**src/rtl/rrfr_pkg.sv**
```systemverilog
// Shared types, constants and a helper function for the radio reply frame receiver.
package rrfr_pkg;

  localparam int MAX_PAYLOAD = 128;
  localparam int BCD_BYTES   = 5;

  localparam logic [7:0] BYTE_PRE = 8'hFE;
  localparam logic [7:0] BYTE_END = 8'hFD;
  localparam logic [7:0] BYTE_ACK = 8'hFB;
  localparam logic [7:0] BYTE_NAK = 8'hFA;

  localparam logic [1:0] REG_OWN_ADDRESS     = 2'd0;
  localparam logic [1:0] REG_RADIO_ADDRESS   = 2'd1;
  localparam logic [1:0] REG_SKIP_SUBCOMMAND = 2'd2;

  typedef enum logic [2:0] {
    KIND_PAYLOAD  = 3'd0,
    KIND_ACK      = 3'd1,
    KIND_NAK      = 3'd2,
    KIND_DATA_END = 3'd3,
    KIND_OVERFLOW = 3'd4
  } kind_t;

  typedef enum logic [6:0] {
    PH_PRE1 = 7'b0000001,
    PH_PRE2 = 7'b0000010,
    PH_TO   = 7'b0000100,
    PH_FROM = 7'b0001000,
    PH_CMD  = 7'b0010000,
    PH_SUB  = 7'b0100000,
    PH_DATA = 7'b1000000
  } phase_t;

  typedef struct packed {
    logic [7:0] own_address;
    logic [7:0] radio_address;
    logic       skip_subcommand;
  } cfg_t;

  typedef struct packed {
    logic        valid;
    kind_t       kind;
    logic [7:0]  data_byte;
    logic [7:0]  payload_length;
    logic [33:0] bcd_value;
    logic        bcd_bad_digit;
    logic        last;
  } result_t;

  // Weight of the k-th payload byte, 100^k reduced to 34 bits.
  function automatic logic [33:0] decade_weight(input logic [2:0] k);
    logic [33:0] w;
    case (k)
      3'd0: w = 34'd1;
      3'd1: w = 34'd100;
      3'd2: w = 34'd10000;
      3'd3: w = 34'd1000000;
      3'd4: w = 34'd100000000;
      3'd5: w = 34'd10000000000;
      3'd6: w = 34'd3567587328;
      3'd7: w = 34'd13161349120;
      default: w = 34'd1;
    endcase
    return w;
  endfunction

endpackage

```
**src/rtl/rrfr_parse.sv**
```systemverilog
// Frame parser: phase tracking, address filter, payload count and BCD accumulation.
module rrfr_parse (
  input  logic                 clk,
  input  logic                 rst,
  input  logic                 advance,
  input  logic [7:0]           rx_byte,
  input  rrfr_pkg::cfg_t       cfg,
  output rrfr_pkg::result_t    result
);

  rrfr_pkg::phase_t phase, phase_next;
  logic        frame_kept, frame_kept_next;
  logic [7:0]  command_code, command_code_next;
  logic [7:0]  payload_count, payload_count_next;
  logic [33:0] bcd_acc, bcd_acc_next;
  logic        digit_error, digit_error_next;
  logic        overflowed, overflowed_next;

  logic [3:0]  hi_nib;
  logic [3:0]  lo_nib;
  logic [7:0]  digit_pair;
  logic [33:0] weighted;
  logic        emit_payload;
  logic        emit_end;

  assign hi_nib     = rx_byte[7:4];
  assign lo_nib     = rx_byte[3:0];
  assign digit_pair = 8'(hi_nib) * 8'd10 + 8'(lo_nib);
  assign weighted   = 34'(42'(digit_pair) *
                          42'(rrfr_pkg::decade_weight(payload_count[2:0])));

  always_comb begin
    phase_next         = phase;
    frame_kept_next    = frame_kept;
    command_code_next  = command_code;
    payload_count_next = payload_count;
    bcd_acc_next       = bcd_acc;
    digit_error_next   = digit_error;
    overflowed_next    = overflowed;
    emit_payload       = 1'b0;
    emit_end           = 1'b0;
    case (phase)
      rrfr_pkg::PH_PRE1: begin
        if (rx_byte == rrfr_pkg::BYTE_PRE) phase_next = rrfr_pkg::PH_PRE2;
      end
      rrfr_pkg::PH_PRE2: begin
        if (rx_byte == rrfr_pkg::BYTE_PRE) begin
          phase_next         = rrfr_pkg::PH_TO;
          frame_kept_next    = 1'b0;
          command_code_next  = 8'd0;
          payload_count_next = 8'd0;
          bcd_acc_next       = 34'd0;
          digit_error_next   = 1'b0;
          overflowed_next    = 1'b0;
        end else begin
          phase_next = rrfr_pkg::PH_PRE1;
        end
      end
      rrfr_pkg::PH_TO: begin
        if (rx_byte == rrfr_pkg::BYTE_END) begin
          phase_next = rrfr_pkg::PH_PRE1;
        end else begin
          frame_kept_next = (rx_byte == cfg.own_address);
          phase_next      = rrfr_pkg::PH_FROM;
        end
      end
      rrfr_pkg::PH_FROM: begin
        if (rx_byte == rrfr_pkg::BYTE_END) begin
          phase_next = rrfr_pkg::PH_PRE1;
        end else begin
          frame_kept_next = frame_kept && (rx_byte == cfg.radio_address);
          phase_next      = rrfr_pkg::PH_CMD;
        end
      end
      rrfr_pkg::PH_CMD: begin
        if (rx_byte == rrfr_pkg::BYTE_END) begin
          phase_next = rrfr_pkg::PH_PRE1;
        end else begin
          command_code_next = rx_byte;
          phase_next = cfg.skip_subcommand ? rrfr_pkg::PH_SUB : rrfr_pkg::PH_DATA;
        end
      end
      rrfr_pkg::PH_SUB: begin
        if (rx_byte == rrfr_pkg::BYTE_END) begin
          phase_next = rrfr_pkg::PH_PRE1;
          emit_end   = frame_kept;
        end else begin
          phase_next = rrfr_pkg::PH_DATA;
        end
      end
      rrfr_pkg::PH_DATA: begin
        if (rx_byte == rrfr_pkg::BYTE_END) begin
          phase_next = rrfr_pkg::PH_PRE1;
          emit_end   = frame_kept;
        end else if (payload_count >= 8'(rrfr_pkg::MAX_PAYLOAD)) begin
          overflowed_next = 1'b1;
        end else begin
          if (payload_count < 8'(rrfr_pkg::BCD_BYTES)) begin
            if (hi_nib > 4'd9 || lo_nib > 4'd9) digit_error_next = 1'b1;
            bcd_acc_next = bcd_acc + weighted;
          end
          payload_count_next = payload_count + 8'd1;
          emit_payload       = frame_kept;
        end
      end
      default: begin
        phase_next = rrfr_pkg::PH_PRE1;
      end
    endcase
  end

  always_comb begin
    result.valid          = emit_payload || emit_end;
    result.data_byte      = emit_end ? command_code : rx_byte;
    result.payload_length = payload_count_next;
    result.bcd_value      = bcd_acc_next;
    result.bcd_bad_digit  = digit_error_next;
    result.last           = emit_end;
    if (!emit_end) begin
      result.kind = rrfr_pkg::KIND_PAYLOAD;
    end else if (overflowed) begin
      result.kind = rrfr_pkg::KIND_OVERFLOW;
    end else if (command_code == rrfr_pkg::BYTE_ACK) begin
      result.kind = rrfr_pkg::KIND_ACK;
    end else if (command_code == rrfr_pkg::BYTE_NAK) begin
      result.kind = rrfr_pkg::KIND_NAK;
    end else begin
      result.kind = rrfr_pkg::KIND_DATA_END;
    end
  end

  always_ff @(posedge clk) begin
    if (rst) begin
      phase         <= rrfr_pkg::PH_PRE1;
      frame_kept    <= 1'b0;
      command_code  <= 8'd0;
      payload_count <= 8'd0;
      bcd_acc       <= 34'd0;
      digit_error   <= 1'b0;
      overflowed    <= 1'b0;
    end else if (advance) begin
      phase         <= phase_next;
      frame_kept    <= frame_kept_next;
      command_code  <= command_code_next;
      payload_count <= payload_count_next;
      bcd_acc       <= bcd_acc_next;
      digit_error   <= digit_error_next;
      overflowed    <= overflowed_next;
    end
  end

endmodule

```
**src/rtl/radio_reply_frame_receiver.sv**
```systemverilog
// Top level of the radio reply frame receiver: input stage, parser and result register.
//
// Channel  Direction  Carries
// s_axis   in         received bytes, one per beat
// m_axis   out        payload bytes and frame-end status results
// cfg      in         register writes (index, data)
//
// A byte is registered on entry and parsed into the result register once that register is empty or
// being drained; its result, if any, is then offered on m_axis.
// One byte is accepted every cycle while the result register drains.
// Reset clears the parser to wait for a preamble and loads the default addresses.
// A stall on m_axis holds the result and backs up into s_axis once the input register holds a byte.
module radio_reply_frame_receiver (
  input  logic        clk,
  input  logic        rst,
  input  logic        s_axis_tvalid,
  output logic        s_axis_tready,
  input  logic [7:0]  s_axis_tdata,   // [7:0] rx_byte
  output logic        m_axis_tvalid,
  input  logic        m_axis_tready,
  output logic [55:0] m_axis_tdata,   // [7:0] data_byte, [15:8] payload_length,
                                      // [49:16] bcd_value, [50] bcd_bad_digit, zero fill
  output logic [2:0]  m_axis_tuser,   // [2:0] kind
  output logic        m_axis_tlast,
  input  logic        cfg_valid,
  output logic        cfg_ready,
  input  logic [1:0]  cfg_index,
  input  logic [7:0]  cfg_data
);

  logic               in_valid;
  logic [7:0]         in_byte;
  logic               advance;
  rrfr_pkg::cfg_t     cfg;
  rrfr_pkg::result_t  result;
  rrfr_pkg::result_t  out_reg;

  assign cfg_ready     = 1'b1;
  assign advance       = in_valid && (!out_reg.valid || m_axis_tready);
  assign s_axis_tready = !in_valid || advance;

  always_ff @(posedge clk) begin
    if (rst) begin
      cfg.own_address     <= 8'hE0;
      cfg.radio_address   <= 8'h00;
      cfg.skip_subcommand <= 1'b0;
    end else if (cfg_valid) begin
      case (cfg_index)
        rrfr_pkg::REG_OWN_ADDRESS:     cfg.own_address     <= cfg_data;
        rrfr_pkg::REG_RADIO_ADDRESS:   cfg.radio_address   <= cfg_data;
        rrfr_pkg::REG_SKIP_SUBCOMMAND: cfg.skip_subcommand <= cfg_data[0];
        default: ;
      endcase
    end
  end

  always_ff @(posedge clk) begin
    if (rst) begin
      in_valid <= 1'b0;
    end else if (s_axis_tready) begin
      in_valid <= s_axis_tvalid;
    end
  end

  always_ff @(posedge clk) begin
    if (s_axis_tready && s_axis_tvalid) in_byte <= s_axis_tdata;
  end

  rrfr_parse u_parse (
    .clk     (clk),
    .rst     (rst),
    .advance (advance),
    .rx_byte (in_byte),
    .cfg     (cfg),
    .result  (result)
  );

  always_ff @(posedge clk) begin
    if (rst) begin
      out_reg.valid <= 1'b0;
    end else if (advance) begin
      out_reg.valid <= result.valid;
    end else if (m_axis_tready) begin
      out_reg.valid <= 1'b0;
    end
    if (advance && result.valid) begin
      out_reg.kind           <= result.kind;
      out_reg.data_byte      <= result.data_byte;
      out_reg.payload_length <= result.payload_length;
      out_reg.bcd_value      <= result.bcd_value;
      out_reg.bcd_bad_digit  <= result.bcd_bad_digit;
      out_reg.last           <= result.last;
    end
  end

  assign m_axis_tvalid = out_reg.valid;
  assign m_axis_tuser  = out_reg.kind;
  assign m_axis_tlast  = out_reg.last;
  assign m_axis_tdata  = {5'd0, out_reg.bcd_bad_digit, out_reg.bcd_value,
                          out_reg.payload_length, out_reg.data_byte};

endmodule

```
**config.mk**
```make
export PLATFORM = sky130hd
export DESIGN_NAME = radio_reply_frame_receiver
export DESIGN_NICKNAME = d
export VERILOG_FILES = /design/src/rtl/rrfr_pkg.sv /design/src/rtl/rrfr_parse.sv /design/src/rtl/radio_reply_frame_receiver.sv
export SDC_FILE = /design/constraint.sdc
export NUM_CORES = 1
export LEC_CHECK = 0
export BUFFER_PORTS_ARGS = -buffer_cell sky130_fd_sc_hd__buf_2
export CAP_MARGIN = 20
export CORE_MARGIN = 3
export CORE_UTILIZATION = 50
export DETAILED_ROUTE_END_ITERATION = 7
export PLACE_DENSITY_LB_ADDON = 0.3
export SETUP_SLACK_MARGIN = 0.05
export SKIP_CTS_REPAIR_TIMING = 1
export SYNTH_ARGS = -nofsm -noshare
export SYNTH_HDL_FRONTEND = slang
export SYNTH_SLANG_ARGS = --single-unit
export TNS_END_PERCENT = 5
```
**constraint.sdc**
```tcl
create_clock -name clk -period 9.5 [get_ports clk]
set_input_delay 0 -clock clk [delete_from_list [all_inputs] [get_ports clk]]
set_output_delay 0 -clock clk [all_outputs]
set_load 0.01 [all_outputs]
```
==> reports/summary.txt, run 1 <==
area of the die: 31140 um2
Fin Hold WS: 0.1208 ns
Synth Area in Adders: 29.78%
most instantiated cells after synthesis: 258 x inv_1, 153 x fa_1, 136 x nand2_1
Util after Layout: 56.92%
cell taking the most area after synthesis: fa_1
Cell Pwr Density: 124.2 nW/um2
later-pin clock latency in the skew report: 0.45 ns
nets: 1910
Leak: 6.997 nW
Max-Cap Viols: 0
Post-synth EDFFs: 63
Max VDD drop: 117.2 uV
CTS Sinks: 165
Sw Share: 35.04%
post-synthesis sequential area ratio: 27.07%
Area Growth Syn to Fin: 10.63%
All-Layer GR Usage: 22.69%
global route overflow: 0
Via density: 5.420
worst endpoint data arrival time: 7.91 ns
DRC: 0
CTS clk-pin slew, worst paths: 0.09 ns
Synth Area in Simple Gates: 17.87%
HP Class: input port to register
Slew @ Worst Pin: 1.016 ns
Seq pwr share: 38.4%
top-area cell type share of the netlist area: 21.08%
top_reg_cell synth: dfxtp_1
final setup TNS: 0 ns
top cells by area in the synthesized netlist: fa_1 21%, dfxtp_1 14%, edfxtp_1 13%
Setup Skew: 0.01681 ns
hpwl dp: 25050 um
largest net degree at the start of global routing: 80
post-synthesis mux area share: 1.386%
Comb pwr share: 24.3%
cell count after synthesis: 1560
Filler cells: 2486
synth unique cells: 83
Design Area, Final: 16070 um2
I/O Pins: 86
Die Y-Extent: 176.5 um
Netlist Area Pre-Place: 14530 um2
Tot Pwr: 1.996 mW
total core area: 28240 um2
WS Path Type: register to register
Die W: 176.5 um
htree depth: 4
number of diodes: 0
Worst Setup End Kind: register
Post-DP Area: 15220 um2
clk root buf: clkbuf_16
FP Rows: 61
syn_area_per_cell: 9.314 um2
TritonCTS clock tree: built
RD Place Congestion: 0.8862
Num CTS Buffers: 17
final WL: 34540 um
worst-path cell chain: ha_1 -> ha_1 -> inv_1 -> fa_1 -> nand2b_1 -> or4_4 -> a31oi_4 -> and2b_1 -> ha_1 -> inv_1 -> fa_1 -> fa_1 -> fa_1 -> inv_1 -> ha_1 -> o21a_1 -> o21ai_0 -> nor3b_2 -> o21ai_2 -> a21oi_1 -> o21ai_0 -> a211oi_1 -> a211o_1
layout cells sized above 1: 9.174%
worst-path fanout max: 19
starting density of the core: 51.45%
Fmax: 129.9 MHz
Hold Vio Cnt, Final: 0
Port Buffers: 79
Max Buffers Root-to-Sink: 2
RSZ-0062 raised after global routing: false
initial antenna violation count: 0
Iter 0 DRT Violations: 829
Clock Power Share: 37.3%
vias in the first global route: 11050
largest family of logic cells by synthesized area: adder cells
fin crit share: 81.04%
yosys warns: 0
XOR/XNOR share of the synthesized area: 2.962%
Vias: 10970
wire length per cell: 17.07 um
ys async rst share: 0%
synthesized flop and latch total: 165
min cycle time layout: 7.699 ns
P_int: 1.297 mW
NetSw: 0.6995 mW
Max stage delay cell, worst path: edfxtp_1
worst stage delay on the critical path: 0.66 ns
status: complete, no violations
router iterations before antenna repair: 5
crit path launch type: register
Post-DRT Antenna Nets: 0
slew margin rel.: 32.25%
count leader, synth: inv_1
first-pass GRT wire length: 56250 um
compound-cell area share of the yosys netlist: 12.04%
final setup violation count: 0
Req. time, crit path: 9.71 ns
Final Max Tran Viols: 0
## final timing paths
kind,from,to,slack [ns],cells past startpoint
max,in_byte[7]$_DFFE_PP_,m_axis_tdata[46]$_DFFE_PP_,1.80,23
min,cfg_index[1],cfg[9]$_SDFFE_PP0P_,0.12,5
max reg2reg,in_byte[7]$_DFFE_PP_,m_axis_tdata[46]$_DFFE_PP_,1.80,23
min reg2reg,u_parse.digit_error$_SDFFE_PP0P_,u_parse.digit_error$_SDFFE_PP0P_,0.47,2
## power groups by stage
stage                     logic (mW)  clock network (mW)  registers (mW)
after detailed placement       0.470                   0           0.784
after floorplan                0.356                   0           0.774
after CTS                      0.477               0.754           0.767
final                          0.485               0.744           0.767
after global placement         0.456                   0           0.783
after global routing           0.548               0.778           0.770
## logic make-up (layout without fill, tap and decap cells)
logic type / Yosys count / after routing
flops: 165 / 165
simple gates: 503 / 503
xor+xnor: 46 / 46
other cells: 2 / 6
buf+inv: 325 / 407
compound gates: 245 / 245
mux: 20 / 20
fa+ha+maj: 254 / 254
## critical path: cells and delay by family (launching register included)
kind / cells / cell delay (ns)
simple gates: 4 / 1.10
compound gates: 8 / 2.48
flops: 1 / 0.66
fa+ha+maj: 8 / 3.01
buf+inv: 3 / 0.19
## metrics by stage
| stage | std cells | setup slack (ns) |
|---|---|---|
| 2_1_floorplan | 1564 | 2.788 |
| 3_3_place_gp | 1970 | 2.084 |
| 3_5_place_dp | 1970 | 1.885 |
| 4_1_cts | 2002 | 1.863 |
| 5_1_grt | 2024 | 1.379 |
| 6_report | 2024 | 1.801 |
## layout by cell type, fill, tap and decap left out, drive strengths merged, types with 7 or more instances in the layout
| master | Yosys | final |
|---|---|---|
| nor3 | 26 | 26 |
| a21o | 22 | 22 |
| or3 | 10 | 10 |
| dfxtp | 102 | 102 |
| a22o | 23 | 23 |
| nor4 | 7 | 7 |
| clkbuf | 39 | 17 |
| nor2 | 90 | 90 |
| buf | 26 | 93 |
| a211o | 11 | 11 |
| xor2 | 16 | 16 |
| a31oi | 9 | 9 |
| and2 | 117 | 117 |
| and2b | 7 | 7 |
| mux2i | 19 | 19 |
| a21oi | 62 | 62 |
| a211oi | 14 | 14 |
| nor2b | 17 | 17 |
| nand2b | 21 | 21 |
| nand3b | 8 | 8 |
| fa | 153 | 153 |
| o21a | 15 | 15 |
| ha | 101 | 101 |
| nand3 | 29 | 29 |
| inv | 259 | 267 |
| edfxtp | 63 | 63 |
| nand4 | 11 | 11 |
| clkinv | 1 | 8 |
| nand2 | 138 | 138 |
| o31ai | 8 | 8 |
| dlygate4sd3 | 0 | 22 |
| xnor2 | 28 | 28 |
| o21ai | 38 | 38 |
| a32o | 7 | 7 |
## layer usage
metal,GRT usage [%],vias to the layer above,part of all wire [%]
met1,31.34,5405,45
met3,3.376,48,4.6
met5,0,-,0
li1,-,5247,-
met2,37.75,271,48
met4,5.794,0,1.9
## cell type report
type	instances	area (um2)	area share, %
clock inverter	15	209.0	1.300
multi-input combinational	1074	9335	58.08
tap	378	473.0	2.942
timing repair buffer	115	720.7	4.484
sequential	165	3934	24.47
inverter	260	977.2	6.079
clock buffer	17	425.4	2.647
Note: power is estimated with default switching activity, not from simulation.
==> inputs of run 2 (changes only) <==
==> constraint.sdc (replaced) <==
create_clock -name clk -period 8 [get_ports clk]
set_input_delay 0 -clock clk [delete_from_list [all_inputs] [get_ports clk]]
set_output_delay 0 -clock clk [all_outputs]
set_load 0.01 [all_outputs]
==> reports/summary.txt, run 2 (synthesis gave the netlist of run 1 again) <==
status: complete, no violations
Hold Vio Cnt, Final: 0 (unchanged)
largest net degree at the start of global routing: 80 (unchanged)
number of diodes: 0 (unchanged)
DRC: 0 (unchanged)
htree depth: 4 (unchanged)
Setup Skew: 0.01719 ns (+0.0003853 ns)
total core area: 28240 um2 (unchanged)
Port Buffers: 79 (unchanged)
min cycle time layout: 7.450 ns (-0.2484 ns)
initial antenna violation count: 1 (+1)
WS Path Type: register to register
RD Place Congestion: 0.8802 (-0.68%)
slew margin rel.: 29.27% (-3.0 points)
Util after Layout: 57.09% (+0.17 points)
Tot Pwr: 2.382 mW (+19%)
worst endpoint data arrival time: 7.66 ns (-0.25 ns)
final setup violation count: 0 (unchanged)
Vias: 11110 (+1.3%)
most frequent cells in the layout: 257 x inv_1, 153 x fa_1, 136 x nand2_1
Worst Setup End Kind: register
Max Buffers Root-to-Sink: 2 (unchanged)
Via density: 5.477 (+1.0%)
CTS Sinks: 165 (unchanged)
first-pass GRT wire length: 57930 um (+3.0%)
clk root buf: clkbuf_16
Final Max Tran Viols: 0 (unchanged)
Cell Pwr Density: 147.8 nW/um2 (+19%)
Iter 0 DRT Violations: 892 (+7.6%)
Die W: 176.5 um (unchanged)
area of the die: 31140 um2 (unchanged)
Fmax: 134.2 MHz (+3.3%)
hpwl dp: 25810 um (+3.0%)
wire length per cell: 17.44 um (+2.2%)
Max-Cap Viols: 0 (unchanged)
Num CTS Buffers: 17 (unchanged)
worst-path fanout max: 19 (unchanged)
later-pin clock latency in the skew report: 0.45 ns (about the same)
final setup TNS: 0 ns (unchanged)
GRT busiest layer: met2
FP Rows: 61 (unchanged)
HP Class: input port to register
TritonCTS clock tree: built
nets: 1915 (+0.26%)
Area Growth Syn to Fin: 10.95%
met2 GRT Util: 38.91% (+1.2 points)
router iterations before antenna repair: 6 (+1)
starting density of the core: 51.45% (unchanged)
crit path launch type: register
fin crit share: 93.13% (+12 points)
layout cells sized above 1: 9.449% (+0.28 points)
M1 GR Usage: 31.95% (+0.60 points)
met3 Track Usage GR: 3.828% (+0.45 points)
Post-DRT Antenna Nets: 0 (unchanged)
final WL: 35380 um (+2.4%)
Slew @ Worst Pin: 1.061 ns (+0.04462 ns)
leading cell type in the layout, fill and taps excluded: inv_1
Leak: 7.023 nW (+0.38%)
All-Layer GR Usage: 23.32% (+0.62 points)
Die Y-Extent: 176.5 um (unchanged)
global route overflow: 0 (unchanged)
CTS clk-pin slew, worst paths: 0.09 ns (about the same)
I/O Pins: 86 (unchanged)
vias in the first global route: 11220 (+1.6%)
Req. time, crit path: 8.21 ns (-1.50 ns)
RSZ-0062 raised after global routing: false
Max VDD drop: 154.3 uV (+32%)
-- run 2: cell types whose count changed in the layout (fill, tap and decap cells not counted), sizes merged --
cell and delta:
buf +5, clkinv +3, inv -3
-- run 2: critical path, stage by stage, from the launching register on --
cell and delay [ns]:
edfxtp_1 0.56, ha_1 0.36, ha_1 0.19, inv_1 0.08, fa_1 0.44, nand2b_1 0.21, or4_4 0.50, a31oi_4 0.50
and2b_1 0.26, fa_1 0.50, inv_1 0.05, fa_1 0.50, fa_1 0.46, fa_1 0.50, inv_1 0.04, ha_1 0.38
a21oi_1 0.18, o21ai_1 0.12, nor4b_1 0.28, nand3_1 0.25, a31oi_1 0.32, o21bai_1 0.13, xor2_1 0.17, a22o_1 0.21
-- run 2: cell type report --
cell class / instances / area (um2)
Fill cell: 2492 / 12120
Multi-Input combinational cell: 1074 / 9335
Sequential cell: 165 / 3934
Inverter: 260 / 977.2
Timing Repair Buffer: 120 / 758.2
Tap cell: 378 / 473.0
Clock buffer: 17 / 425.4
Clock inverter: 15 / 219.0
-- run 2: stage by stage --
| step | area (um2) | setup WS [ns] | cells | hold slack, ns |
|---|---|---|---|---|
| detailed placement | 15250 | 0.4030 | 1974 | 0.1785 |
| global route | 16120 | 0.09565 | 2029 | 0.2635 |
| finish | 16120 | 0.5497 | 2029 | 0.2666 |
| CTS | 15890 | 0.3848 | 2006 | -0.2857 |
| floorplan | 14550 | 1.288 | 1564 | 0.09887 |
| global placement | 15250 | 0.6513 | 1974 | 0.1793 |
-- run 2: path summary, 6_finish.rpt --
kind | from | end | slack, ns | cells after the start
hold / removal | s_axis_tdata[4] | in_byte[4]$_DFFE_PP_ | 0.27 | 2
hold reg to reg | u_parse.digit_error$_SDFFE_PP0P_ | u_parse.digit_error$_SDFFE_PP0P_ | 0.47 | 2
setup / recovery | in_byte[5]$_DFFE_PP_ | m_axis_tdata[45]$_DFFE_PP_ | 0.55 | 23
setup reg to reg | in_byte[5]$_DFFE_PP_ | m_axis_tdata[45]$_DFFE_PP_ | 0.55 | 23
-- run 2: per-layer routing --
metal | vias up | wire length, um
met3 | 49 | 2107
met4 | 0 | 573
met2 | 349 | 17170
li1 | 5250 | -
met1 | 5464 | 15530
met5 | - | 0
-- run 2: report_power, final --
part / internal [mW] / total [mW] / switching [mW]
logic: 0.223 / 0.586 / 0.362
clock network: 0.435 / 0.884 / 0.449
registers: 0.885 / 0.912 / 0.0270
